<file path="src/rtl/irpfd_pkg.sv">
`timescale 1ns / 1ps
// ----------------------------------------------------------------------------
// IR pulse frame decoder package
// Timing constants, key code table and result layout.
// ----------------------------------------------------------------------------
package irpfd_pkg;

  localparam int DUR_W  = 16;
  localparam int TOL_W  = 12;
  localparam int CODE_W = 32;
  localparam int CNT_W  = 6;
  localparam int KEY_W  = 5;

  localparam logic [DUR_W-1:0] HDR_LOW_US   = 16'd9000;
  localparam logic [DUR_W-1:0] HDR_HIGH_US  = 16'd4500;
  localparam logic [DUR_W-1:0] SKIP_US      = 16'd550;
  localparam int               ONE_US       = 600;
  localparam int               ZERO_US      = 1600;
  localparam logic [DUR_W-1:0] BIT_SPLIT_US = DUR_W'((ONE_US + ZERO_US) / 2);

  localparam logic [TOL_W-1:0] TOL_RESET = 12'd200;
  localparam logic [DUR_W-1:0] GAP_RESET = 16'd30000;

  localparam logic REG_TOLERANCE = 1'b0;
  localparam logic REG_END_GAP   = 1'b1;

  localparam int               KEY_COUNT   = 17;
  localparam logic [KEY_W-1:0] KEY_UNKNOWN = 5'd17;

  localparam logic [CODE_W-1:0] KEY_CODES [KEY_COUNT] = '{
    32'h45ba00ff, 32'h46b900ff, 32'h47b800ff, 32'h44bb00ff, 32'h40bf00ff,
    32'h43bc00ff, 32'h07f800ff, 32'h15ea00ff, 32'h09f600ff, 32'h16e900ff,
    32'h19e600ff, 32'h0df200ff, 32'h18e700ff, 32'h08f700ff, 32'h1ce300ff,
    32'h5aa500ff, 32'h52ad00ff
  };

  typedef struct packed {
    logic [KEY_W-1:0]  key_index;
    logic              skip_error;
    logic [CNT_W-1:0]  bit_count;
    logic [CODE_W-1:0] code_word;
  } result_t;

  function automatic logic near_nominal(input logic [DUR_W-1:0] d,
                                        input logic [DUR_W-1:0] nom,
                                        input logic [TOL_W-1:0] tol);
    logic [DUR_W-1:0] diff;
    diff = (d >= nom) ? (d - nom) : (nom - d);
    return diff <= DUR_W'(tol);
  endfunction

  function automatic logic [KEY_W-1:0] key_lookup(input logic [CODE_W-1:0] code);
    logic [KEY_W-1:0] idx;
    idx = KEY_UNKNOWN;
    for (int i = KEY_COUNT - 1; i >= 0; i--) begin
      if (KEY_CODES[i] == code) begin
        idx = KEY_W'(i);
      end
    end
    return idx;
  endfunction

endpackage

</file>
<file path="src/rtl/ir_pulse_frame_decoder_top.sv">
`timescale 1ns / 1ps
// ----------------------------------------------------------------------------
// IR pulse frame decoder
// Decodes NEC-style infrared frames from a stream of measured pulses.
//
//   channel | direction | handshake          | content
//   in_     | slave     | tvalid/tready      | pulse level and duration
//   out_    | master    | tvalid/tready      | one result per ended frame
//   cfg_    | APB slave | psel/penable/pready| tolerance, end gap
//
// One pulse per cycle unless a frame end is stalled: a pulse waits in the
// input register, its state update and result are formed from it and land
// in the output register, which then raises out_tvalid for a frame result.
// Synchronous active-low reset clears decode state and loads register defaults.
// A full output register stalls only pulses that end a frame.
// ----------------------------------------------------------------------------
module ir_pulse_frame_decoder_top
  import irpfd_pkg::*;
#(
  parameter int MAX_BITS = 32
) (
  input  logic        clk,
  input  logic        rst_n,
  input  logic        in_tvalid,
  output logic        in_tready,
  input  logic [15:0] in_tdata,      // [15:0] duration_us
  input  logic        in_tuser,      // [0] level
  output logic        out_tvalid,
  input  logic        out_tready,
  output logic [47:0] out_tdata,     // [31:0] code_word, [37:32] bit_count,
                                     // [38] skip_error, [43:39] key_index, [47:44] zero
  input  logic        cfg_psel,
  input  logic        cfg_penable,
  input  logic        cfg_pwrite,
  input  logic [2:0]  cfg_paddr,
  input  logic [31:0] cfg_pwdata,
  output logic [31:0] cfg_prdata,
  output logic        cfg_pready
);

  localparam int ACC_CNT_W = $clog2(MAX_BITS + 1);
  localparam int IDX_W     = $clog2(MAX_BITS);

  logic [TOL_W-1:0] tol_r;
  logic [DUR_W-1:0] gap_r;

  logic             s_valid_r;
  logic             s_lvl_r;
  logic [DUR_W-1:0] s_dur_r;
  logic             s_adv;
  logic             s_emit;

  logic                 in_frame_r, in_frame_nxt;
  logic                 prev_lvl_r, prev_lvl_nxt;
  logic [DUR_W-1:0]     prev_dur_r, prev_dur_nxt;
  logic                 expect_r, expect_nxt;
  logic [MAX_BITS-1:0]  accum_r, accum_nxt;
  logic [ACC_CNT_W-1:0] bits_r, bits_nxt;
  logic                 err_r, err_nxt;
  logic                 pend_valid_r, pend_valid_nxt;
  logic                 pend_bit_r, pend_bit_nxt;
  logic                 pend_err_r, pend_err_nxt;

  logic                 commit_ok;
  logic [MAX_BITS-1:0]  acc_commit;
  logic [ACC_CNT_W-1:0] bits_commit;
  logic                 err_commit;
  logic [MAX_BITS-1:0]  fin_word;

  logic    out_valid_r;
  result_t result_r, result_nxt;

  // Configuration port
  assign cfg_pready = 1'b1;

  always_ff @(posedge clk) begin
    if (!rst_n) begin
      tol_r <= TOL_RESET;
      gap_r <= GAP_RESET;
    end else if (cfg_psel && cfg_penable && cfg_pwrite) begin
      case (cfg_paddr[2])
        REG_TOLERANCE: tol_r <= cfg_pwdata[TOL_W-1:0];
        REG_END_GAP:   gap_r <= cfg_pwdata[DUR_W-1:0];
        default:       ;
      endcase
    end
  end

  always_comb begin
    case (cfg_paddr[2])
      REG_TOLERANCE: cfg_prdata = 32'(tol_r);
      REG_END_GAP:   cfg_prdata = 32'(gap_r);
      default:       cfg_prdata = '0;
    endcase
  end

  // Input register
  assign s_emit    = s_valid_r && in_frame_r && (s_dur_r > gap_r);
  assign s_adv     = s_valid_r && (!s_emit || !out_valid_r || out_tready);
  assign in_tready = !s_valid_r || s_adv;

  always_ff @(posedge clk) begin
    if (!rst_n) begin
      s_valid_r <= 1'b0;
    end else if (in_tready) begin
      s_valid_r <= in_tvalid;
    end
  end

  always_ff @(posedge clk) begin
    if (in_tready && in_tvalid) begin
      s_lvl_r <= in_tuser;
      s_dur_r <= in_tdata[DUR_W-1:0];
    end
  end

  // Pulse decode
  always_comb begin
    commit_ok  = pend_valid_r && (bits_r < ACC_CNT_W'(MAX_BITS));
    acc_commit = accum_r;
    for (int i = 0; i < MAX_BITS; i++) begin
      if (commit_ok && (IDX_W'(i) == bits_r[IDX_W-1:0])) begin
        acc_commit[i] = pend_bit_r;
      end
    end
    bits_commit = bits_r + ACC_CNT_W'(commit_ok);
    err_commit  = err_r | (commit_ok & pend_err_r);
    fin_word    = s_lvl_r ? acc_commit : accum_r;

    result_nxt.code_word  = CODE_W'(fin_word);
    result_nxt.bit_count  = CNT_W'(s_lvl_r ? bits_commit : bits_r);
    result_nxt.skip_error = s_lvl_r ? err_commit : err_r;
    result_nxt.key_index  = key_lookup(CODE_W'(fin_word));

    in_frame_nxt   = in_frame_r;
    expect_nxt     = expect_r;
    accum_nxt      = accum_r;
    bits_nxt       = bits_r;
    err_nxt        = err_r;
    pend_valid_nxt = pend_valid_r;
    pend_bit_nxt   = pend_bit_r;
    pend_err_nxt   = pend_err_r;
    prev_lvl_nxt   = s_lvl_r;
    prev_dur_nxt   = s_dur_r;

    if (!in_frame_r) begin
      if (!prev_lvl_r && s_lvl_r && near_nominal(prev_dur_r, HDR_LOW_US, tol_r)
          && near_nominal(s_dur_r, HDR_HIGH_US, tol_r)) begin
        in_frame_nxt   = 1'b1;
        expect_nxt     = 1'b0;
        accum_nxt      = '0;
        bits_nxt       = '0;
        err_nxt        = 1'b0;
        pend_valid_nxt = 1'b0;
        pend_bit_nxt   = 1'b0;
        pend_err_nxt   = 1'b0;
      end
    end else if (s_dur_r > gap_r) begin
      in_frame_nxt   = 1'b0;
      expect_nxt     = 1'b0;
      accum_nxt      = '0;
      bits_nxt       = '0;
      err_nxt        = 1'b0;
      pend_valid_nxt = 1'b0;
      pend_bit_nxt   = 1'b0;
      pend_err_nxt   = 1'b0;
    end else begin
      accum_nxt      = acc_commit;
      bits_nxt       = bits_commit;
      err_nxt        = err_commit;
      pend_valid_nxt = 1'b0;
      pend_bit_nxt   = 1'b0;
      pend_err_nxt   = 1'b0;
      if (!expect_r) begin
        expect_nxt = 1'b1;
      end else begin
        expect_nxt     = 1'b0;
        pend_valid_nxt = 1'b1;
        pend_bit_nxt   = (s_dur_r <= BIT_SPLIT_US);
        pend_err_nxt   = !(!prev_lvl_r && near_nominal(prev_dur_r, SKIP_US, tol_r));
      end
    end
  end

  always_ff @(posedge clk) begin
    if (!rst_n) begin
      in_frame_r   <= 1'b0;
      prev_lvl_r   <= 1'b0;
      prev_dur_r   <= '0;
      expect_r     <= 1'b0;
      accum_r      <= '0;
      bits_r       <= '0;
      err_r        <= 1'b0;
      pend_valid_r <= 1'b0;
      pend_bit_r   <= 1'b0;
      pend_err_r   <= 1'b0;
    end else if (s_adv) begin
      in_frame_r   <= in_frame_nxt;
      prev_lvl_r   <= prev_lvl_nxt;
      prev_dur_r   <= prev_dur_nxt;
      expect_r     <= expect_nxt;
      accum_r      <= accum_nxt;
      bits_r       <= bits_nxt;
      err_r        <= err_nxt;
      pend_valid_r <= pend_valid_nxt;
      pend_bit_r   <= pend_bit_nxt;
      pend_err_r   <= pend_err_nxt;
    end
  end

  // Output register
  always_ff @(posedge clk) begin
    if (!rst_n) begin
      out_valid_r <= 1'b0;
    end else if (s_adv && s_emit) begin
      out_valid_r <= 1'b1;
    end else if (out_tready) begin
      out_valid_r <= 1'b0;
    end
  end

  always_ff @(posedge clk) begin
    if (s_adv && s_emit) begin
      result_r <= result_nxt;
    end
  end

  assign out_tvalid = out_valid_r;
  assign out_tdata  = 48'(result_r);

endmodule

</file>
<file path="config.mk">
export PLATFORM = sky130hd
export DESIGN_NAME = ir_pulse_frame_decoder_top
export DESIGN_NICKNAME = d
export VERILOG_FILES = /design/src/rtl/irpfd_pkg.sv /design/src/rtl/ir_pulse_frame_decoder_top.sv
export SDC_FILE = /design/constraint.sdc
export NUM_CORES = 1
export LEC_CHECK = 0
export BUFFER_PORTS_ARGS = -buffer_cell sky130_fd_sc_hd__buf_2
export CAP_MARGIN = 10
export CORE_MARGIN = 5
export CORE_UTILIZATION = 45
export CTS_BUF_LIST = sky130_fd_sc_hd__clkbuf_4 sky130_fd_sc_hd__clkbuf_8
export DETAILED_ROUTE_END_ITERATION = 8
export GPL_TIMING_DRIVEN = 0
export PLACE_DENSITY = 0.76
export SLEW_MARGIN = 20
export SYNTH_ARGS = -nofsm -noshare
export SYNTH_HDL_FRONTEND = slang
export SYNTH_SLANG_ARGS = --single-unit
</file>
<file path="constraint.sdc">
create_clock -name clk -period 5.7 [get_ports clk]
set_input_delay 0.285 -clock clk [delete_from_list [all_inputs] [get_ports clk]]
set_output_delay 0.285 -clock clk [all_outputs]
set_load 0.02 [all_outputs]
</file>
# Word level (Yosys, flattened, before mapping)
# Index checks and enable logic that the tools add are counted.
# Widths: inputs -> output; s select.
dict set report totals {
  out_inout_bits 83
  in_bits 59
  register_bits 152
  wordCells 234
}
dict set report classes {
  reduce_logical 62
  n_addsub 7
  muxes 81
  eq_ne 48
  bitwise 3
  n_lt_le_gt_ge 9
}
# operator n
set ops {}
lappend ops {{$eq 31x32->1 const A} 8}
lappend ops {{$eq 29x32->1 const A} 5}
lappend ops {{$mux 32} 4}
lappend ops {{$eq 28x32->1 const A} 3}
lappend ops {{$eq 5x5->1 const A} 16}
lappend ops {{$pmux 32 s2} 1}
lappend ops {{$mux 1} 55}
lappend ops {{$le 16x12->1} 3}
lappend ops {{$mux 16} 3}
lappend ops {{$logic_and 1x1->1} 44}
lappend ops {{$eq 4x5->1 const A} 8}
lappend ops {{$eq 27x32->1 const A} 1}
lappend ops {{$mux 4} 8}
lappend ops {{$mux 6} 4}
lappend ops {{$eq 3x5->1 const A} 4}
lappend ops {{$ge 16x10->1 const B} 1}
lappend ops {{$ge 16x13->1 const B} 1}
lappend ops {{$ge 16x14->1 const B} 1}
lappend ops {{$gt 16x16->1} 1}
lappend ops {{$le 16x11->1 const B} 1}
lappend ops {{$reduce_or 16->1} 1}
lappend ops {{$sub 10x16->16 const A} 1}
lappend ops {{$sub 13x16->16 const A} 1}
lappend ops {{$sub 14x16->16 const A} 1}
lappend ops {{other kinds (20)} 34}

# Logic depth before layout (Yosys ltp)
# Gate-level depths: netlist (run 1).
dict set report depth {
  word_depth 22
  ltp_mapped 23
  ltp_nobuf 20
}

# Least setup slack after synthesis (run 1)
# No wires, ideal clock.
dict set report synth_timing {
  path_kind {reg-to-reg}
  start {register s_dur_r[2] (netlist: prev_dur_nxt[2])}
  end {register accum_r[5]}
  synth_period_minus_slack_ns 5.061
  path_slack_ns 0.639
  setup_ns 0.125
  path_buffers 3
  t_arrival_ns 4.936
  t_required_ns 5.575
  stages_incl_launch_ff 22
  cell_sequence {edfxtp_1 > inv_1 > ha_1 > nand2b_1 > and3_1 > nor2_1 > o21ai_0 > nand2_1 > clkbuf_1 > mux2_2 > ha_1 > nor2b_1 > o211ai_1 > a21oi_1 > o31a_1 > or4_1 > or4_4 > o31a_1 > buf_2 > o21ai_4 > buf_6 > a21oi_1}
}
dict set report synth_via {
  elab_chain_cells 7
  elab_cells_between_ends 16
  classes_between {2 x add/sub; 3 x order compare; 3 x mux; 8 x reduce/logical}
}
# item line
set synth_rtl {}
lappend synth_rtl {{start, declared} ir_pulse_frame_decoder_top.sv:49} ;# logic [DUR_W-1:0] s_dur_r;
lappend synth_rtl {{start signal, assigned} ir_pulse_frame_decoder_top.sv:113} ;# s_dur_r <= in_tdata[DUR_W-1:0];
lappend synth_rtl {{parallel branches: the longest is 7 deep, another holds $sub 13x16->16} n/a}
lappend synth_rtl {{end signal, assigned} ir_pulse_frame_decoder_top.sv:202} ;# accum_r <= accum_nxt;
lappend synth_rtl {{end, declared} ir_pulse_frame_decoder_top.sv:57} ;# logic [MAX_BITS-1:0] accum_r, accum_nxt;
# Several ways; the timed one is not identified.
# A chain may end at the register's enable or synchronous reset.

# Final worst setup path (run 1)
dict set report layout_timing {
  start {register s_dur_r[0] (netlist: prev_dur_nxt[0])}
  end {register accum_r[2]}
}
# Same word-level chain as after synthesis.

==> flow_metrics.py, run 1 <==
metrics = {
    "sta": {
        "timing.final.ws_setup_ns": 0.312,
        "setup_viol": 0,
        "fmax_mhz": 186,
        "period_share_pct": 94.5,
        "worst_slew_pin_slew_ns": 1.04,
        "hold_viol_final": 0,
        "grt_setup_unrepaired": "no",
        "min_period_ns": 5.39,
        "setup-tns-final_ns": 0,
        "clock-skew-final_ns": 0.0244,
        "whs_ns": 0.0398,
        "slew_headroom_pct": 30.2,
        "finalMaxSlewViolations": 0,
    },
    "run_status": {
        "status": "finished clean",
    },
    "layout": {
        "fill_cells": 2213,
        "final_util_pct": 52.5,
        "drive_above_1_share_pct": 15.4,
        "final_nets": 1558,
        "areaGrowthSynthToFinish_pct": 15.8,
        "diodes": 0,
    },
    "setup_path": {
        "cp_cell_sequence": "inv_1 -> ha_1 -> nand3_1 -> and3_2 -> nor2_1 -> o21ai_0 -> nand2_2 -> clkbuf_4 -> mux2_2 -> ha_1 -> nor2b_1 -> o211ai_1 -> a21oi_1 -> o31a_1 -> or4_1 -> or4_4 -> o31ai_4 -> buf_2 -> nand3_1 -> a21oi_1",
        "cp_data_arrival_time_ns": 5.79,
        "crit_path_end_kind": "flop",
        "setup.worst_path.start_class": "flop",
        "worstPathMaxFanout": 10,
        "worstSetupPathType": "reg -> reg",
        "max_stage_delay_ns": 0.56,
        "worstPathRequired_ns": 6.10,
        "cpMaxStageDelayCell": "or4_1",
    },
    "routing": {
        "wire_per_inst_microns": 18.3,
        "drt-initial-drc-count": 1121,
        "first_pass_iters": 6,
        "vias": 10400,
        "ant_nets": 0,
        "viasPerCell": 5.91,
        "drc_errors": 0,
        "wirelength_microns": 32300,
    },
    "power_and_ir_drop": {
        "switching_power_mw": 0.846,
        "netSwitchingFraction_pct": 33.2,
        "total_power_mw": 2.55,
        "ir_worst_vdd_mv": 0.134,
        "power.internal_mw": 1.70,
        "power_frac_clock_pct": 33.3,
        "share_seq_of_total_power_pct": 46.0,
        "cellPowerDensity_mw_per_mm2": 209,
        "power.static_leakage_nw": 4.74,
        "combPwrFrac_pct": 20.6,
    },
    "cts": {
        "root_buffer": "clkbuf_8",
        "insertion_delay_ns": 0.47,
        "numCtsBuffers": 17,
        "h-tree-depth": 4,
        "path_clk_slew_ns": 0.11,
        "cts_sinks": 152,
        "clock_path_buffers": 2,
        "cts_tree": "built",
    },
    "synthesis": {
        "synth_top_cell_by_area": "edfxtp_1",
        "synthCells": 1270,
        "syn_area_sq_mm": 0.0105,
        "synth_cell_types": 77,
        "synth-async-reset-ratio_pct": 0,
        "yosysSeqAreaShare_pct": 34.7,
        "yosysMostFrequentCell": "nand2_1",
        "ys_ff_latch": 152,
        "synth_edf_count": 61,
        "synth.top_cells.by_count": "nand2_1 (177), dfxtp_1 (91), a21oi_1 (87)",
        "yosys_warnings": 0,
        "yosys-top-cells-area": "edfxtp_1 (17%), dfxtp_1 (17%), ha_1 (7.7%), nand2_1 (6.3%), a21oi_1 (4.1%)",
        "yosysTopAreaCellShare_pct": 17.4,
        "postSynthAreaPerCell_sq_um": 8.30,
        "synthFlopType": "dfxtp_1",
    },
    "placed_design": {
        "portBuffers": 101,
        "gp_congestion": 0.976,
        "post-place-ws_ns": -0.203,
        "dpl.hpwl_microns": 24200,
    },
    "worst_hold_path": {
        "hold_class": "in -> reg",
    },
    "job": {
        "drv_cap": 0,
    },
    "floorplanning": {
        "die_area_sq_mm": 0.0266,
        "io_pins": 142,
        "die_w_microns": 163,
        "start_util_pct": 45.3,
        "fp.coreArea_sq_mm": 0.0233,
        "die_h_microns": 163,
        "num_rows": 56,
    },
    "grt": {
        "grt_pass1_vias": 9792,
        "track_usage_pct": 23.7,
        "antenna_found_initial": 0,
        "grt_overflow_total": 0,
        "grt_max_degree": 31,
        "grt_pass1_wl_microns": 50600,
    },
}
==> power groups by stage <==
stage / Clock (mW) / Sequential, mW / Combinational [mW]
after CTS: 0.854 / 1.17 / 0.514
after global routing: 0.905 / 1.18 / 0.582
after floorplan: 0 / 1.19 / 0.378
after global placement: 0 / 1.20 / 0.482
final: 0.850 / 1.17 / 0.525
after detailed placement: 0 / 1.20 / 0.498
==> path summary, 6_finish.rpt <==
check	slack, ns	to	from	cells after the start
min	0.04	gap_r[12]$_SDFFE_PN1P_	cfg_pwdata[12]	3
max	0.31	accum_r[2]$_SDFFE_PN0P_	prev_dur_nxt[0]$_DFFE_PP_	20
min reg2reg	0.47	tol_r[1]$_SDFFE_PN0P_	tol_r[1]$_SDFFE_PN0P_	2
max reg2reg	0.31	accum_r[2]$_SDFFE_PN0P_	prev_dur_nxt[0]$_DFFE_PP_	20
==> critical path, delay by kind of cell (launching register included) <==
kind	cells	cell delay, ns
simple gates	8	2.00
compound gates	6	1.23
mux	1	0.35
flops	1	0.45
buf+inv	3	0.72
fa+ha+maj	2	0.57
==> cells by family (layout without fill, tap and decap cells) <==
family | after synthesis | in the layout | share of synthesized area (%)
AO/OA/AOI/OAI | 388 | 388 | 24.0
XOR/XNOR | 37 | 37 | 3.07
adder cells (fa/ha/maj) | 65 | 65 | 7.71
buffers and inverters | 158 | 316 | 6.82
flip-flops | 152 | 152 | 34.7
multiplexers | 38 | 38 | 3.76
other | 2 | 21 | 0.0712
AND/OR/NAND/NOR | 430 | 430 | 19.9
==> routing by layer <==
layer	wire (microns)	GRT usage [%]
met1	13200	30.2
met2	14900	39.2
met3	2830	4.49
met4	1430	10.8
met5	0	0
==> cell type report <==
type                    instances  area, sq um  share of cell area, %
clock buffers                  17          234                   1.92
inverters                      51          191                   1.57
well taps                     319          399                   3.27
multi-input cells             979         6270                   51.3
plain buffers                 106          529                   4.33
repair buffers                127          759                   6.22
clock inverters                15          178                   1.45
flip-flops and latches        152         3650                   29.9
==> cell usage in the layout, fill, tap and decap left out, types with 21 or more instances in the layout <==
cell,n
a21boi_0,25
mux2i_1,25
nand2_1,176
ha_1,65
conb_1,21
xnor2_1,26
o211ai_1,30
edfxtp_1,61
nor2b_1,28
nand4_1,32
buf_2,115
o31ai_1,50
a31oi_1,26
nand3_1,39
nor2_1,66
o21ai_0,72
clkbuf_1,59
a21oi_1,86
inv_1,49
dfxtp_1,91
buf_4,28
==> what timing repair did <==
action,4_1_cts,5_1_grt
setup endpoints to repair,40,42
buffers inserted,1,6
hold buffers,17,0
endpoints found under the hold margin,17,0
resized for setup,2,8
pin swaps,0,1
==> sequential cells by signal, indices dropped and copies added (netlist names) <==
| signal | flops |
|---|---|
| accum_r | 32 |
| bits_r | 6 |
| err_r | 1 |
| expect_r | 1 |
| gap_r | 16 |
| in_frame_r | 1 |
| out_tdata | 44 |
| out_tvalid | 1 |
| pend_bit_r | 1 |
| pend_err_r | 1 |
| pend_valid_r | 1 |
| prev_dur_nxt | 16 |
| prev_dur_r | 16 |
| prev_lvl_nxt | 1 |
| prev_lvl_r | 1 |
| s_valid_r | 1 |
| tol_r | 12 |
==> per-stage QoR <==
step | cell area (sq um) | instances
5_1_grt | 12200 | 1766
2_1_floorplan | 10600 | 1289
4_1_cts | 12200 | 1761
3_5_place_dp | 11600 | 1711
3_3_place_gp | 11500 | 1709
6_report | 12200 | 1766
Power figures use the tool's default switching activity.
==> run 2, diff against run 1 <==
--- a/config.mk
+++ b/config.mk
@@ -12,7 +12,6 @@
 export CTS_BUF_LIST = sky130_fd_sc_hd__clkbuf_4 sky130_fd_sc_hd__clkbuf_8
 export DETAILED_ROUTE_END_ITERATION = 8
 export GPL_TIMING_DRIVEN = 0
-export PLACE_DENSITY = 0.76
 export SLEW_MARGIN = 20
 export SYNTH_ARGS = -nofsm -noshare
 export SYNTH_HDL_FRONTEND = slang
==> run 2 against run 1 <==
  * Sequential share of layout area grew 0.12 points
  * Clock power grew 7.3%
  * Sequential power is essentially flat
  * Count of clock-buffer cells in the layout grew 2
  * Via count shrank 2.7%
  * Setup slack lost 0.060 ns
  * Critical path type unchanged
  * Critical endpoint is now accum_r[16]$_SDFFE_PN0P_
==> flow_metrics.py, run 2 (synthesis results as in run 1) <==
metrics = {
    "cts": {
        "clock_path_buffers": 2,
        "path_clk_slew_ns": 0.09,
        "cts_tree": "built",
        "insertion_delay_ns": 0.48,
        "h-tree-depth": 4,
        "numCtsBuffers": 17,
        "cts_sinks": 152,
        "root_buffer": "clkbuf_8",
    },
    "floorplanning": {
        "io_pins": 142,
        "die_w_microns": 163,
        "fp.coreArea_sq_mm": 0.0233,
        "die_h_microns": 163,
        "start_util_pct": 45.3,
        "die_area_sq_mm": 0.0266,
        "num_rows": 56,
    },
    "layout": {
        "diodes": 0,
        "final-seq-area_sq_mm": 0.00365,
        "multi_input_area_sq_mm": 0.00627,
        "drive_above_1_share_pct": 15.1,
        "final_common_cell": "nand2_1",
        "fill_cells": 2294,
        "largest_reg_flops": 44,
        "areaGrowthSynthToFinish_pct": 15.4,
        "layoutNonFillerInstCount": 1758,
        "final_util_pct": 52.3,
        "design_area_sq_mm": 0.0122,
        "mostFrequentLayoutCells": "nand2_1 (176), buf_2 (115), dfxtp_1 (91), a21oi_1 (86), o21ai_0 (72)",
        "final_nets": 1550,
    },
    "setup_path": {
        "path_buf_inv": 4,
        "cp_data_arrival_time_ns": 5.80,
        "worstPathMaxFanout": 10,
        "worstSetupPathType": "reg -> reg",
        "worstPathRequired_ns": 6.06,
        "setup.worst_path.start_class": "flop",
        "r2r_slack_ns": 0.25,
        "max_stage_delay_ns": 0.57,
        "cp_cell_sequence": "inv_1 -> ha_1 -> nand3_1 -> and3_2 -> nor2_1 -> o21ai_0 -> nand2_2 -> clkbuf_4 -> mux2_2 -> ha_1 -> nor2b_1 -> o211ai_1 -> a21oi_1 -> o31a_1 -> or4_1 -> or4_4 -> o31a_1 -> buf_2 -> buf_2 -> o31ai_1 -> a21oi_1",
        "crit_path_end_kind": "flop",
        "crit_family": "simple AND/OR/NAND/NOR gates",
        "cpMaxStageDelayCell": "or4_1",
    },
    "sta": {
        "finalMaxSlewViolations": 0,
        "min_period_ns": 5.45,
        "fmax_mhz": 184,
        "hold_viol_final": 0,
        "clock-skew-final_ns": 0.0185,
        "grt_setup_unrepaired": "no",
        "slew_headroom_pct": 26.4,
        "setup_viol": 0,
        "worst_slew_pin_slew_ns": 1.10,
        "whs_ns": 0.0188,
        "period_share_pct": 95.6,
    },
    "grt": {
        "grt_overflow_total": 0,
        "grt_pass1_vias": 9803,
        "track_usage_pct": 24.8,
        "grt_max_degree": 29,
        "grt_pass1_wl_microns": 52400,
        "antenna_found_initial": 0,
    },
    "run_status": {
        "status": "finished clean",
    },
    "placed_design": {
        "place_area_sq_mm": 0.0116,
        "dpl.cell_count": 1711,
        "gp_congestion": 0.920,
        "dpl.hpwl_microns": 25200,
        "portBuffers": 101,
    },
    "power_and_ir_drop": {
        "power.static_leakage_nw": 4.72,
        "power.internal_mw": 1.82,
        "combPwrFrac_pct": 20.2,
        "ir_worst_vdd_mv": 0.126,
        "power_frac_clock_pct": 34.9,
        "netSwitchingFraction_pct": 30.5,
        "share_seq_of_total_power_pct": 44.9,
        "switching_power_mw": 0.796,
        "cellPowerDensity_mw_per_mm2": 215,
    },
    "routing": {
        "ant_nets": 0,
        "drt-initial-drc-count": 781,
        "drc_errors": 0,
        "wirelength_microns": 33200,
        "wire_per_inst_microns": 18.9,
        "viasPerCell": 5.78,
        "vias": 10200,
        "first_pass_iters": 6,
    },
    "worst_hold_path": {
        "hold_class": "in -> reg",
    },
    "job": {
        "drv_cap": 0,
    },
}
-- run 2: cell count changes in the layout (fill, tap and decap cells not counted), moves of 2 or more --
cell	previous run	this run
clkinvlp_4	1	3
inv_8	4	1
dlygate4sd3_1	17	11
clkbuf_4	1	3
bufinv_16	0	3
clkinv_8	5	0
buf_4	28	25
-- run 2: through the flow --
stage	total power [mW]	setup TNS (ns)	setup WS, ns
3_3_place_gp	1.69	-4.81	-0.165
5_1_grt	2.72	0	0.00547
2_1_floorplan	1.57	0	0.639
6_report	2.61	0	0.253
4_1_cts	2.61	0	0.0273
3_5_place_dp	1.70	-7.46	-0.235
-- run 2: layer usage --
metal	GRT usage, %	part of all wire (%)	vias to the layer above	wire, microns
met3	4.42	6.6	67	2190
met5	0	0	-	0
met1	31.3	41	4776	13700
met2	43.1	50	406	16500
li1	-	-	4916	-
met4	7.85	2.5	0	825
-- run 2: timing repair --
action                                 in CTS  in global routing
setup endpoints to repair                  42                 42
hold buffers                                9                  2
endpoints found under the hold margin       9                  2
setup buffers                               2                  2
pin swaps                                   0                  2
gates resized for setup                     1                  8
gates cloned                                0                  0
-- run 2: worst paths after layout --
path	from	end	cells past startpoint
max	prev_dur_nxt[0]$_DFFE_PP_	accum_r[16]$_SDFFE_PN0P_	21
min	in_tdata[11]	prev_dur_nxt[11]$_DFFE_PP_	1
max reg2reg	prev_dur_nxt[0]$_DFFE_PP_	accum_r[16]$_SDFFE_PN0P_	21
min reg2reg	tol_r[5]$_SDFFE_PN0P_	tol_r[5]$_SDFFE_PN0P_	2
-- run 2: worst reg2reg max path: cells and delay by family (launching register included) --
kind	cells	cell delay [ns]
buf+inv	4	0.78
compound gates	7	1.29
flops	1	0.43
simple gates	7	1.90
fa+ha+maj	2	0.59
mux	1	0.35
-- run 2: final cells by class --
class | instances | area share, %
multi-input combinational | 979 | 51.6
inverter | 51 | 1.57
buffer | 107 | 4.39
tap | 319 | 3.28
clock buffer | 19 | 2.05
timing repair buffer | 118 | 5.70
clock inverter | 13 | 1.41
sequential | 152 | 30.0
-- run 2: power groups by stage --
stage / combinational (mW) / clock (mW) / sequential [mW]
floorplan: 0.378 / 0 / 1.19
global placement: 0.493 / 0 / 1.20
detailed placement: 0.504 / 0 / 1.20
CTS: 0.518 / 0.920 / 1.17
global route: 0.585 / 0.963 / 1.18
finish: 0.527 / 0.912 / 1.17
==> run 3, diff against run 2 <==
--- a/config.mk
+++ b/config.mk
@@ -12,6 +12,7 @@
 export CTS_BUF_LIST = sky130_fd_sc_hd__clkbuf_4 sky130_fd_sc_hd__clkbuf_8
 export DETAILED_ROUTE_END_ITERATION = 8
 export GPL_TIMING_DRIVEN = 0
+export REMOVE_ABC_BUFFERS = 1
 export SLEW_MARGIN = 20
 export SYNTH_ARGS = -nofsm -noshare
 export SYNTH_HDL_FRONTEND = slang
==> run 3 against run 2 <==
  * Clock skew shrank 0.00061 ns
  * Utilization shrank 1.1 points
  * Global-route usage shrank 2.5 points
  * Critical path type unchanged
  * Clock power shrank 1%
  * Flip-flop and latch count is the same
  * Non-clock buffer count shrank 85
  * Die area is the same
  * Via count shrank 4.6%
  * Worst hold slack gained 0.0024 ns
  * Fmax grew 1.8%
  * Cell area shrank 2.1%
==> flow_metrics.py, run 3 (synthesis results as in run 1) <==
metrics = {
    "run_status": {
        "status": "finished clean",
    },
    "grt": {
        "grt_max_degree": 59,
        "grt_pass1_vias": 8979,
        "grt_overflow_total": 0,
        "track_usage_pct": 22.3,
        "antenna_found_initial": 0,
        "grt_pass1_wl_microns": 48000,
    },
    "setup_path": {
        "setup.worst_path.start_class": "flop",
        "crit_path_end_kind": "flop",
        "max_stage_delay_ns": 0.53,
        "worstSetupPathType": "reg -> reg",
        "cp_data_arrival_time_ns": 5.70,
        "cpMaxStageDelayCell": "or4_4",
        "worstPathRequired_ns": 6.05,
        "ff2ff_path_depth": 20,
        "cp_cell_sequence": "inv_1 -> ha_1 -> nand2b_1 -> and3_1 -> nor2_1 -> o21ai_0 -> nand2_2 -> buf_12 -> mux2_2 -> ha_1 -> nor2b_1 -> o211ai_1 -> a21oi_1 -> o31a_1 -> or4_1 -> or4_4 -> o31a_4 -> buf_16 -> o31ai_1 -> a21oi_1",
        "worstPathMaxFanout": 24,
    },
    "power_and_ir_drop": {
        "ir_worst_vdd_mv": 0.137,
        "cellPowerDensity_mw_per_mm2": 216,
        "power.static_leakage_nw": 4.59,
    },
    "cts": {
        "h-tree-depth": 4,
        "numCtsBuffers": 17,
        "insertion_delay_ns": 0.47,
        "path_clk_slew_ns": 0.10,
        "cts_tree": "built",
        "root_buffer": "clkbuf_8",
        "clock_path_buffers": 2,
        "cts_sinks": 152,
    },
    "routing": {
        "drc_errors": 0,
        "viasPerCell": 5.80,
        "first_pass_iters": 6,
        "wirelength_microns": 29400,
        "wire_per_inst_microns": 17.6,
        "vias": 9702,
        "drt-initial-drc-count": 834,
        "ant_nets": 0,
    },
    "sta": {
        "hold_viol_final": 0,
        "min_period_ns": 5.35,
        "clock-skew-final_ns": 0.0179,
        "fmax_mhz": 187,
        "slew_headroom_pct": 29.9,
        "finalMaxSlewViolations": 0,
        "whs_ns": 0.0212,
        "grt_setup_unrepaired": "no",
        "worst_slew_pin_slew_ns": 1.05,
        "setup_viol": 0,
        "period_share_pct": 93.9,
    },
    "layout": {
        "fill_cells": 2257,
        "design_area_sq_mm": 0.0119,
        "final_nets": 1466,
        "areaGrowthSynthToFinish_pct": 12.9,
        "largest_reg_flops": 44,
        "drive_above_1_share_pct": 14.8,
        "final_common_cell": "nand2_1",
        "diodes": 0,
        "mostFrequentLayoutCells": "nand2_1 (176), buf_2 (102), dfxtp_1 (90), a21oi_1 (86), o21ai_0 (72)",
    },
    "worst_hold_path": {
        "min_path_cells": 1,
        "hold_class": "in -> reg",
    },
    "floorplanning": {
        "io_pins": 142,
        "start_util_pct": 45.3,
        "die_w_microns": 163,
        "die_area_sq_mm": 0.0266,
        "die_h_microns": 163,
        "num_rows": 56,
        "fp.coreArea_sq_mm": 0.0233,
    },
    "placed_design": {
        "dpl.hpwl_microns": 21200,
        "gp_congestion": 0.859,
        "portBuffers": 102,
        "place_area_sq_mm": 0.0112,
    },
    "job": {
        "drv_cap": 0,
    },
}
run 3: final cells by class:
cell class | instances | area [sq um] | share of cell area, %
tap | 319 | 399 | 3.35
inverter | 51 | 191 | 1.61
clock buffer | 17 | 234 | 1.97
clock inverter | 15 | 184 | 1.55
multi-input combinational | 980 | 6300 | 53.0
timing repair buffer | 140 | 937 | 7.87
sequential | 152 | 3650 | 30.7
run 3: report_power, final:
| part | leakage, nW | switching, mW | total [mW] | internal, mW |
|---|---|---|---|---|
| clock | 0.210 | 0.494 | 0.902 | 0.408 |
| sequential | 1.42 | 0.0449 | 1.19 | 1.15 |
| combinational | 2.97 | 0.269 | 0.478 | 0.209 |
run 3: critical path, delay by kind of cell (launching register included):
family | cells | cell delay, ns
AOI/OAI and AO/OA | 7 | 1.56
DFF | 1 | 0.48
buffers and inverters | 3 | 0.58
and+or+nand+nor | 7 | 1.83
adders and majority gates | 2 | 0.50
muxes | 1 | 0.27
run 3: metrics by stage:
step	setup TNS (ns)	worst slack, ns	util (%)	cells	total power, mW
2_1_floorplan	0	0.233	-	1182	1.54
3_3_place_gp	-34.92	-0.899	47.3	1603	1.66
3_5_place_dp	-14.67	-0.448	48.0	1611	1.67
4_1_cts	0	0.00483	50.7	1663	2.58
5_1_grt	0	0.00349	51.2	1674	2.70
6_report	0	0.350	51.2	1674	2.57
run 3: timing repair:
item | in CTS | in global routing
hold buffers | 15 | 0
endpoints found under the hold margin | 15 | 0
setup buffers | 4 | 11
gates resized for setup | 1 | 2
gates cloned | 1 | 0
pin swaps | 2 | 1
setup endpoints to repair | 36 | 43
run 3: final timing paths:
kind	startpoint	slack (ns)	to
worst max-delay path	prev_dur_nxt[3]$_DFFE_PP_	0.35	accum_r[12]$_SDFFE_PN0P_
worst min-delay path	in_tdata[4]	0.02	prev_dur_nxt[4]$_DFFE_PP_
worst max register to register	prev_dur_nxt[3]$_DFFE_PP_	0.35	accum_r[12]$_SDFFE_PN0P_
worst min register to register	tol_r[4]$_SDFFE_PN0P_	0.47	tol_r[4]$_SDFFE_PN0P_
run 3: per-layer routing:
layer  vias up  track usage (%)  routed length (microns)
met5         -                0                        0
met1      4517             33.8                    14100
met3        35             4.37                     2510
met2       408             32.8                    12500
li1       4742                -                        -
met4         0             4.54                      307
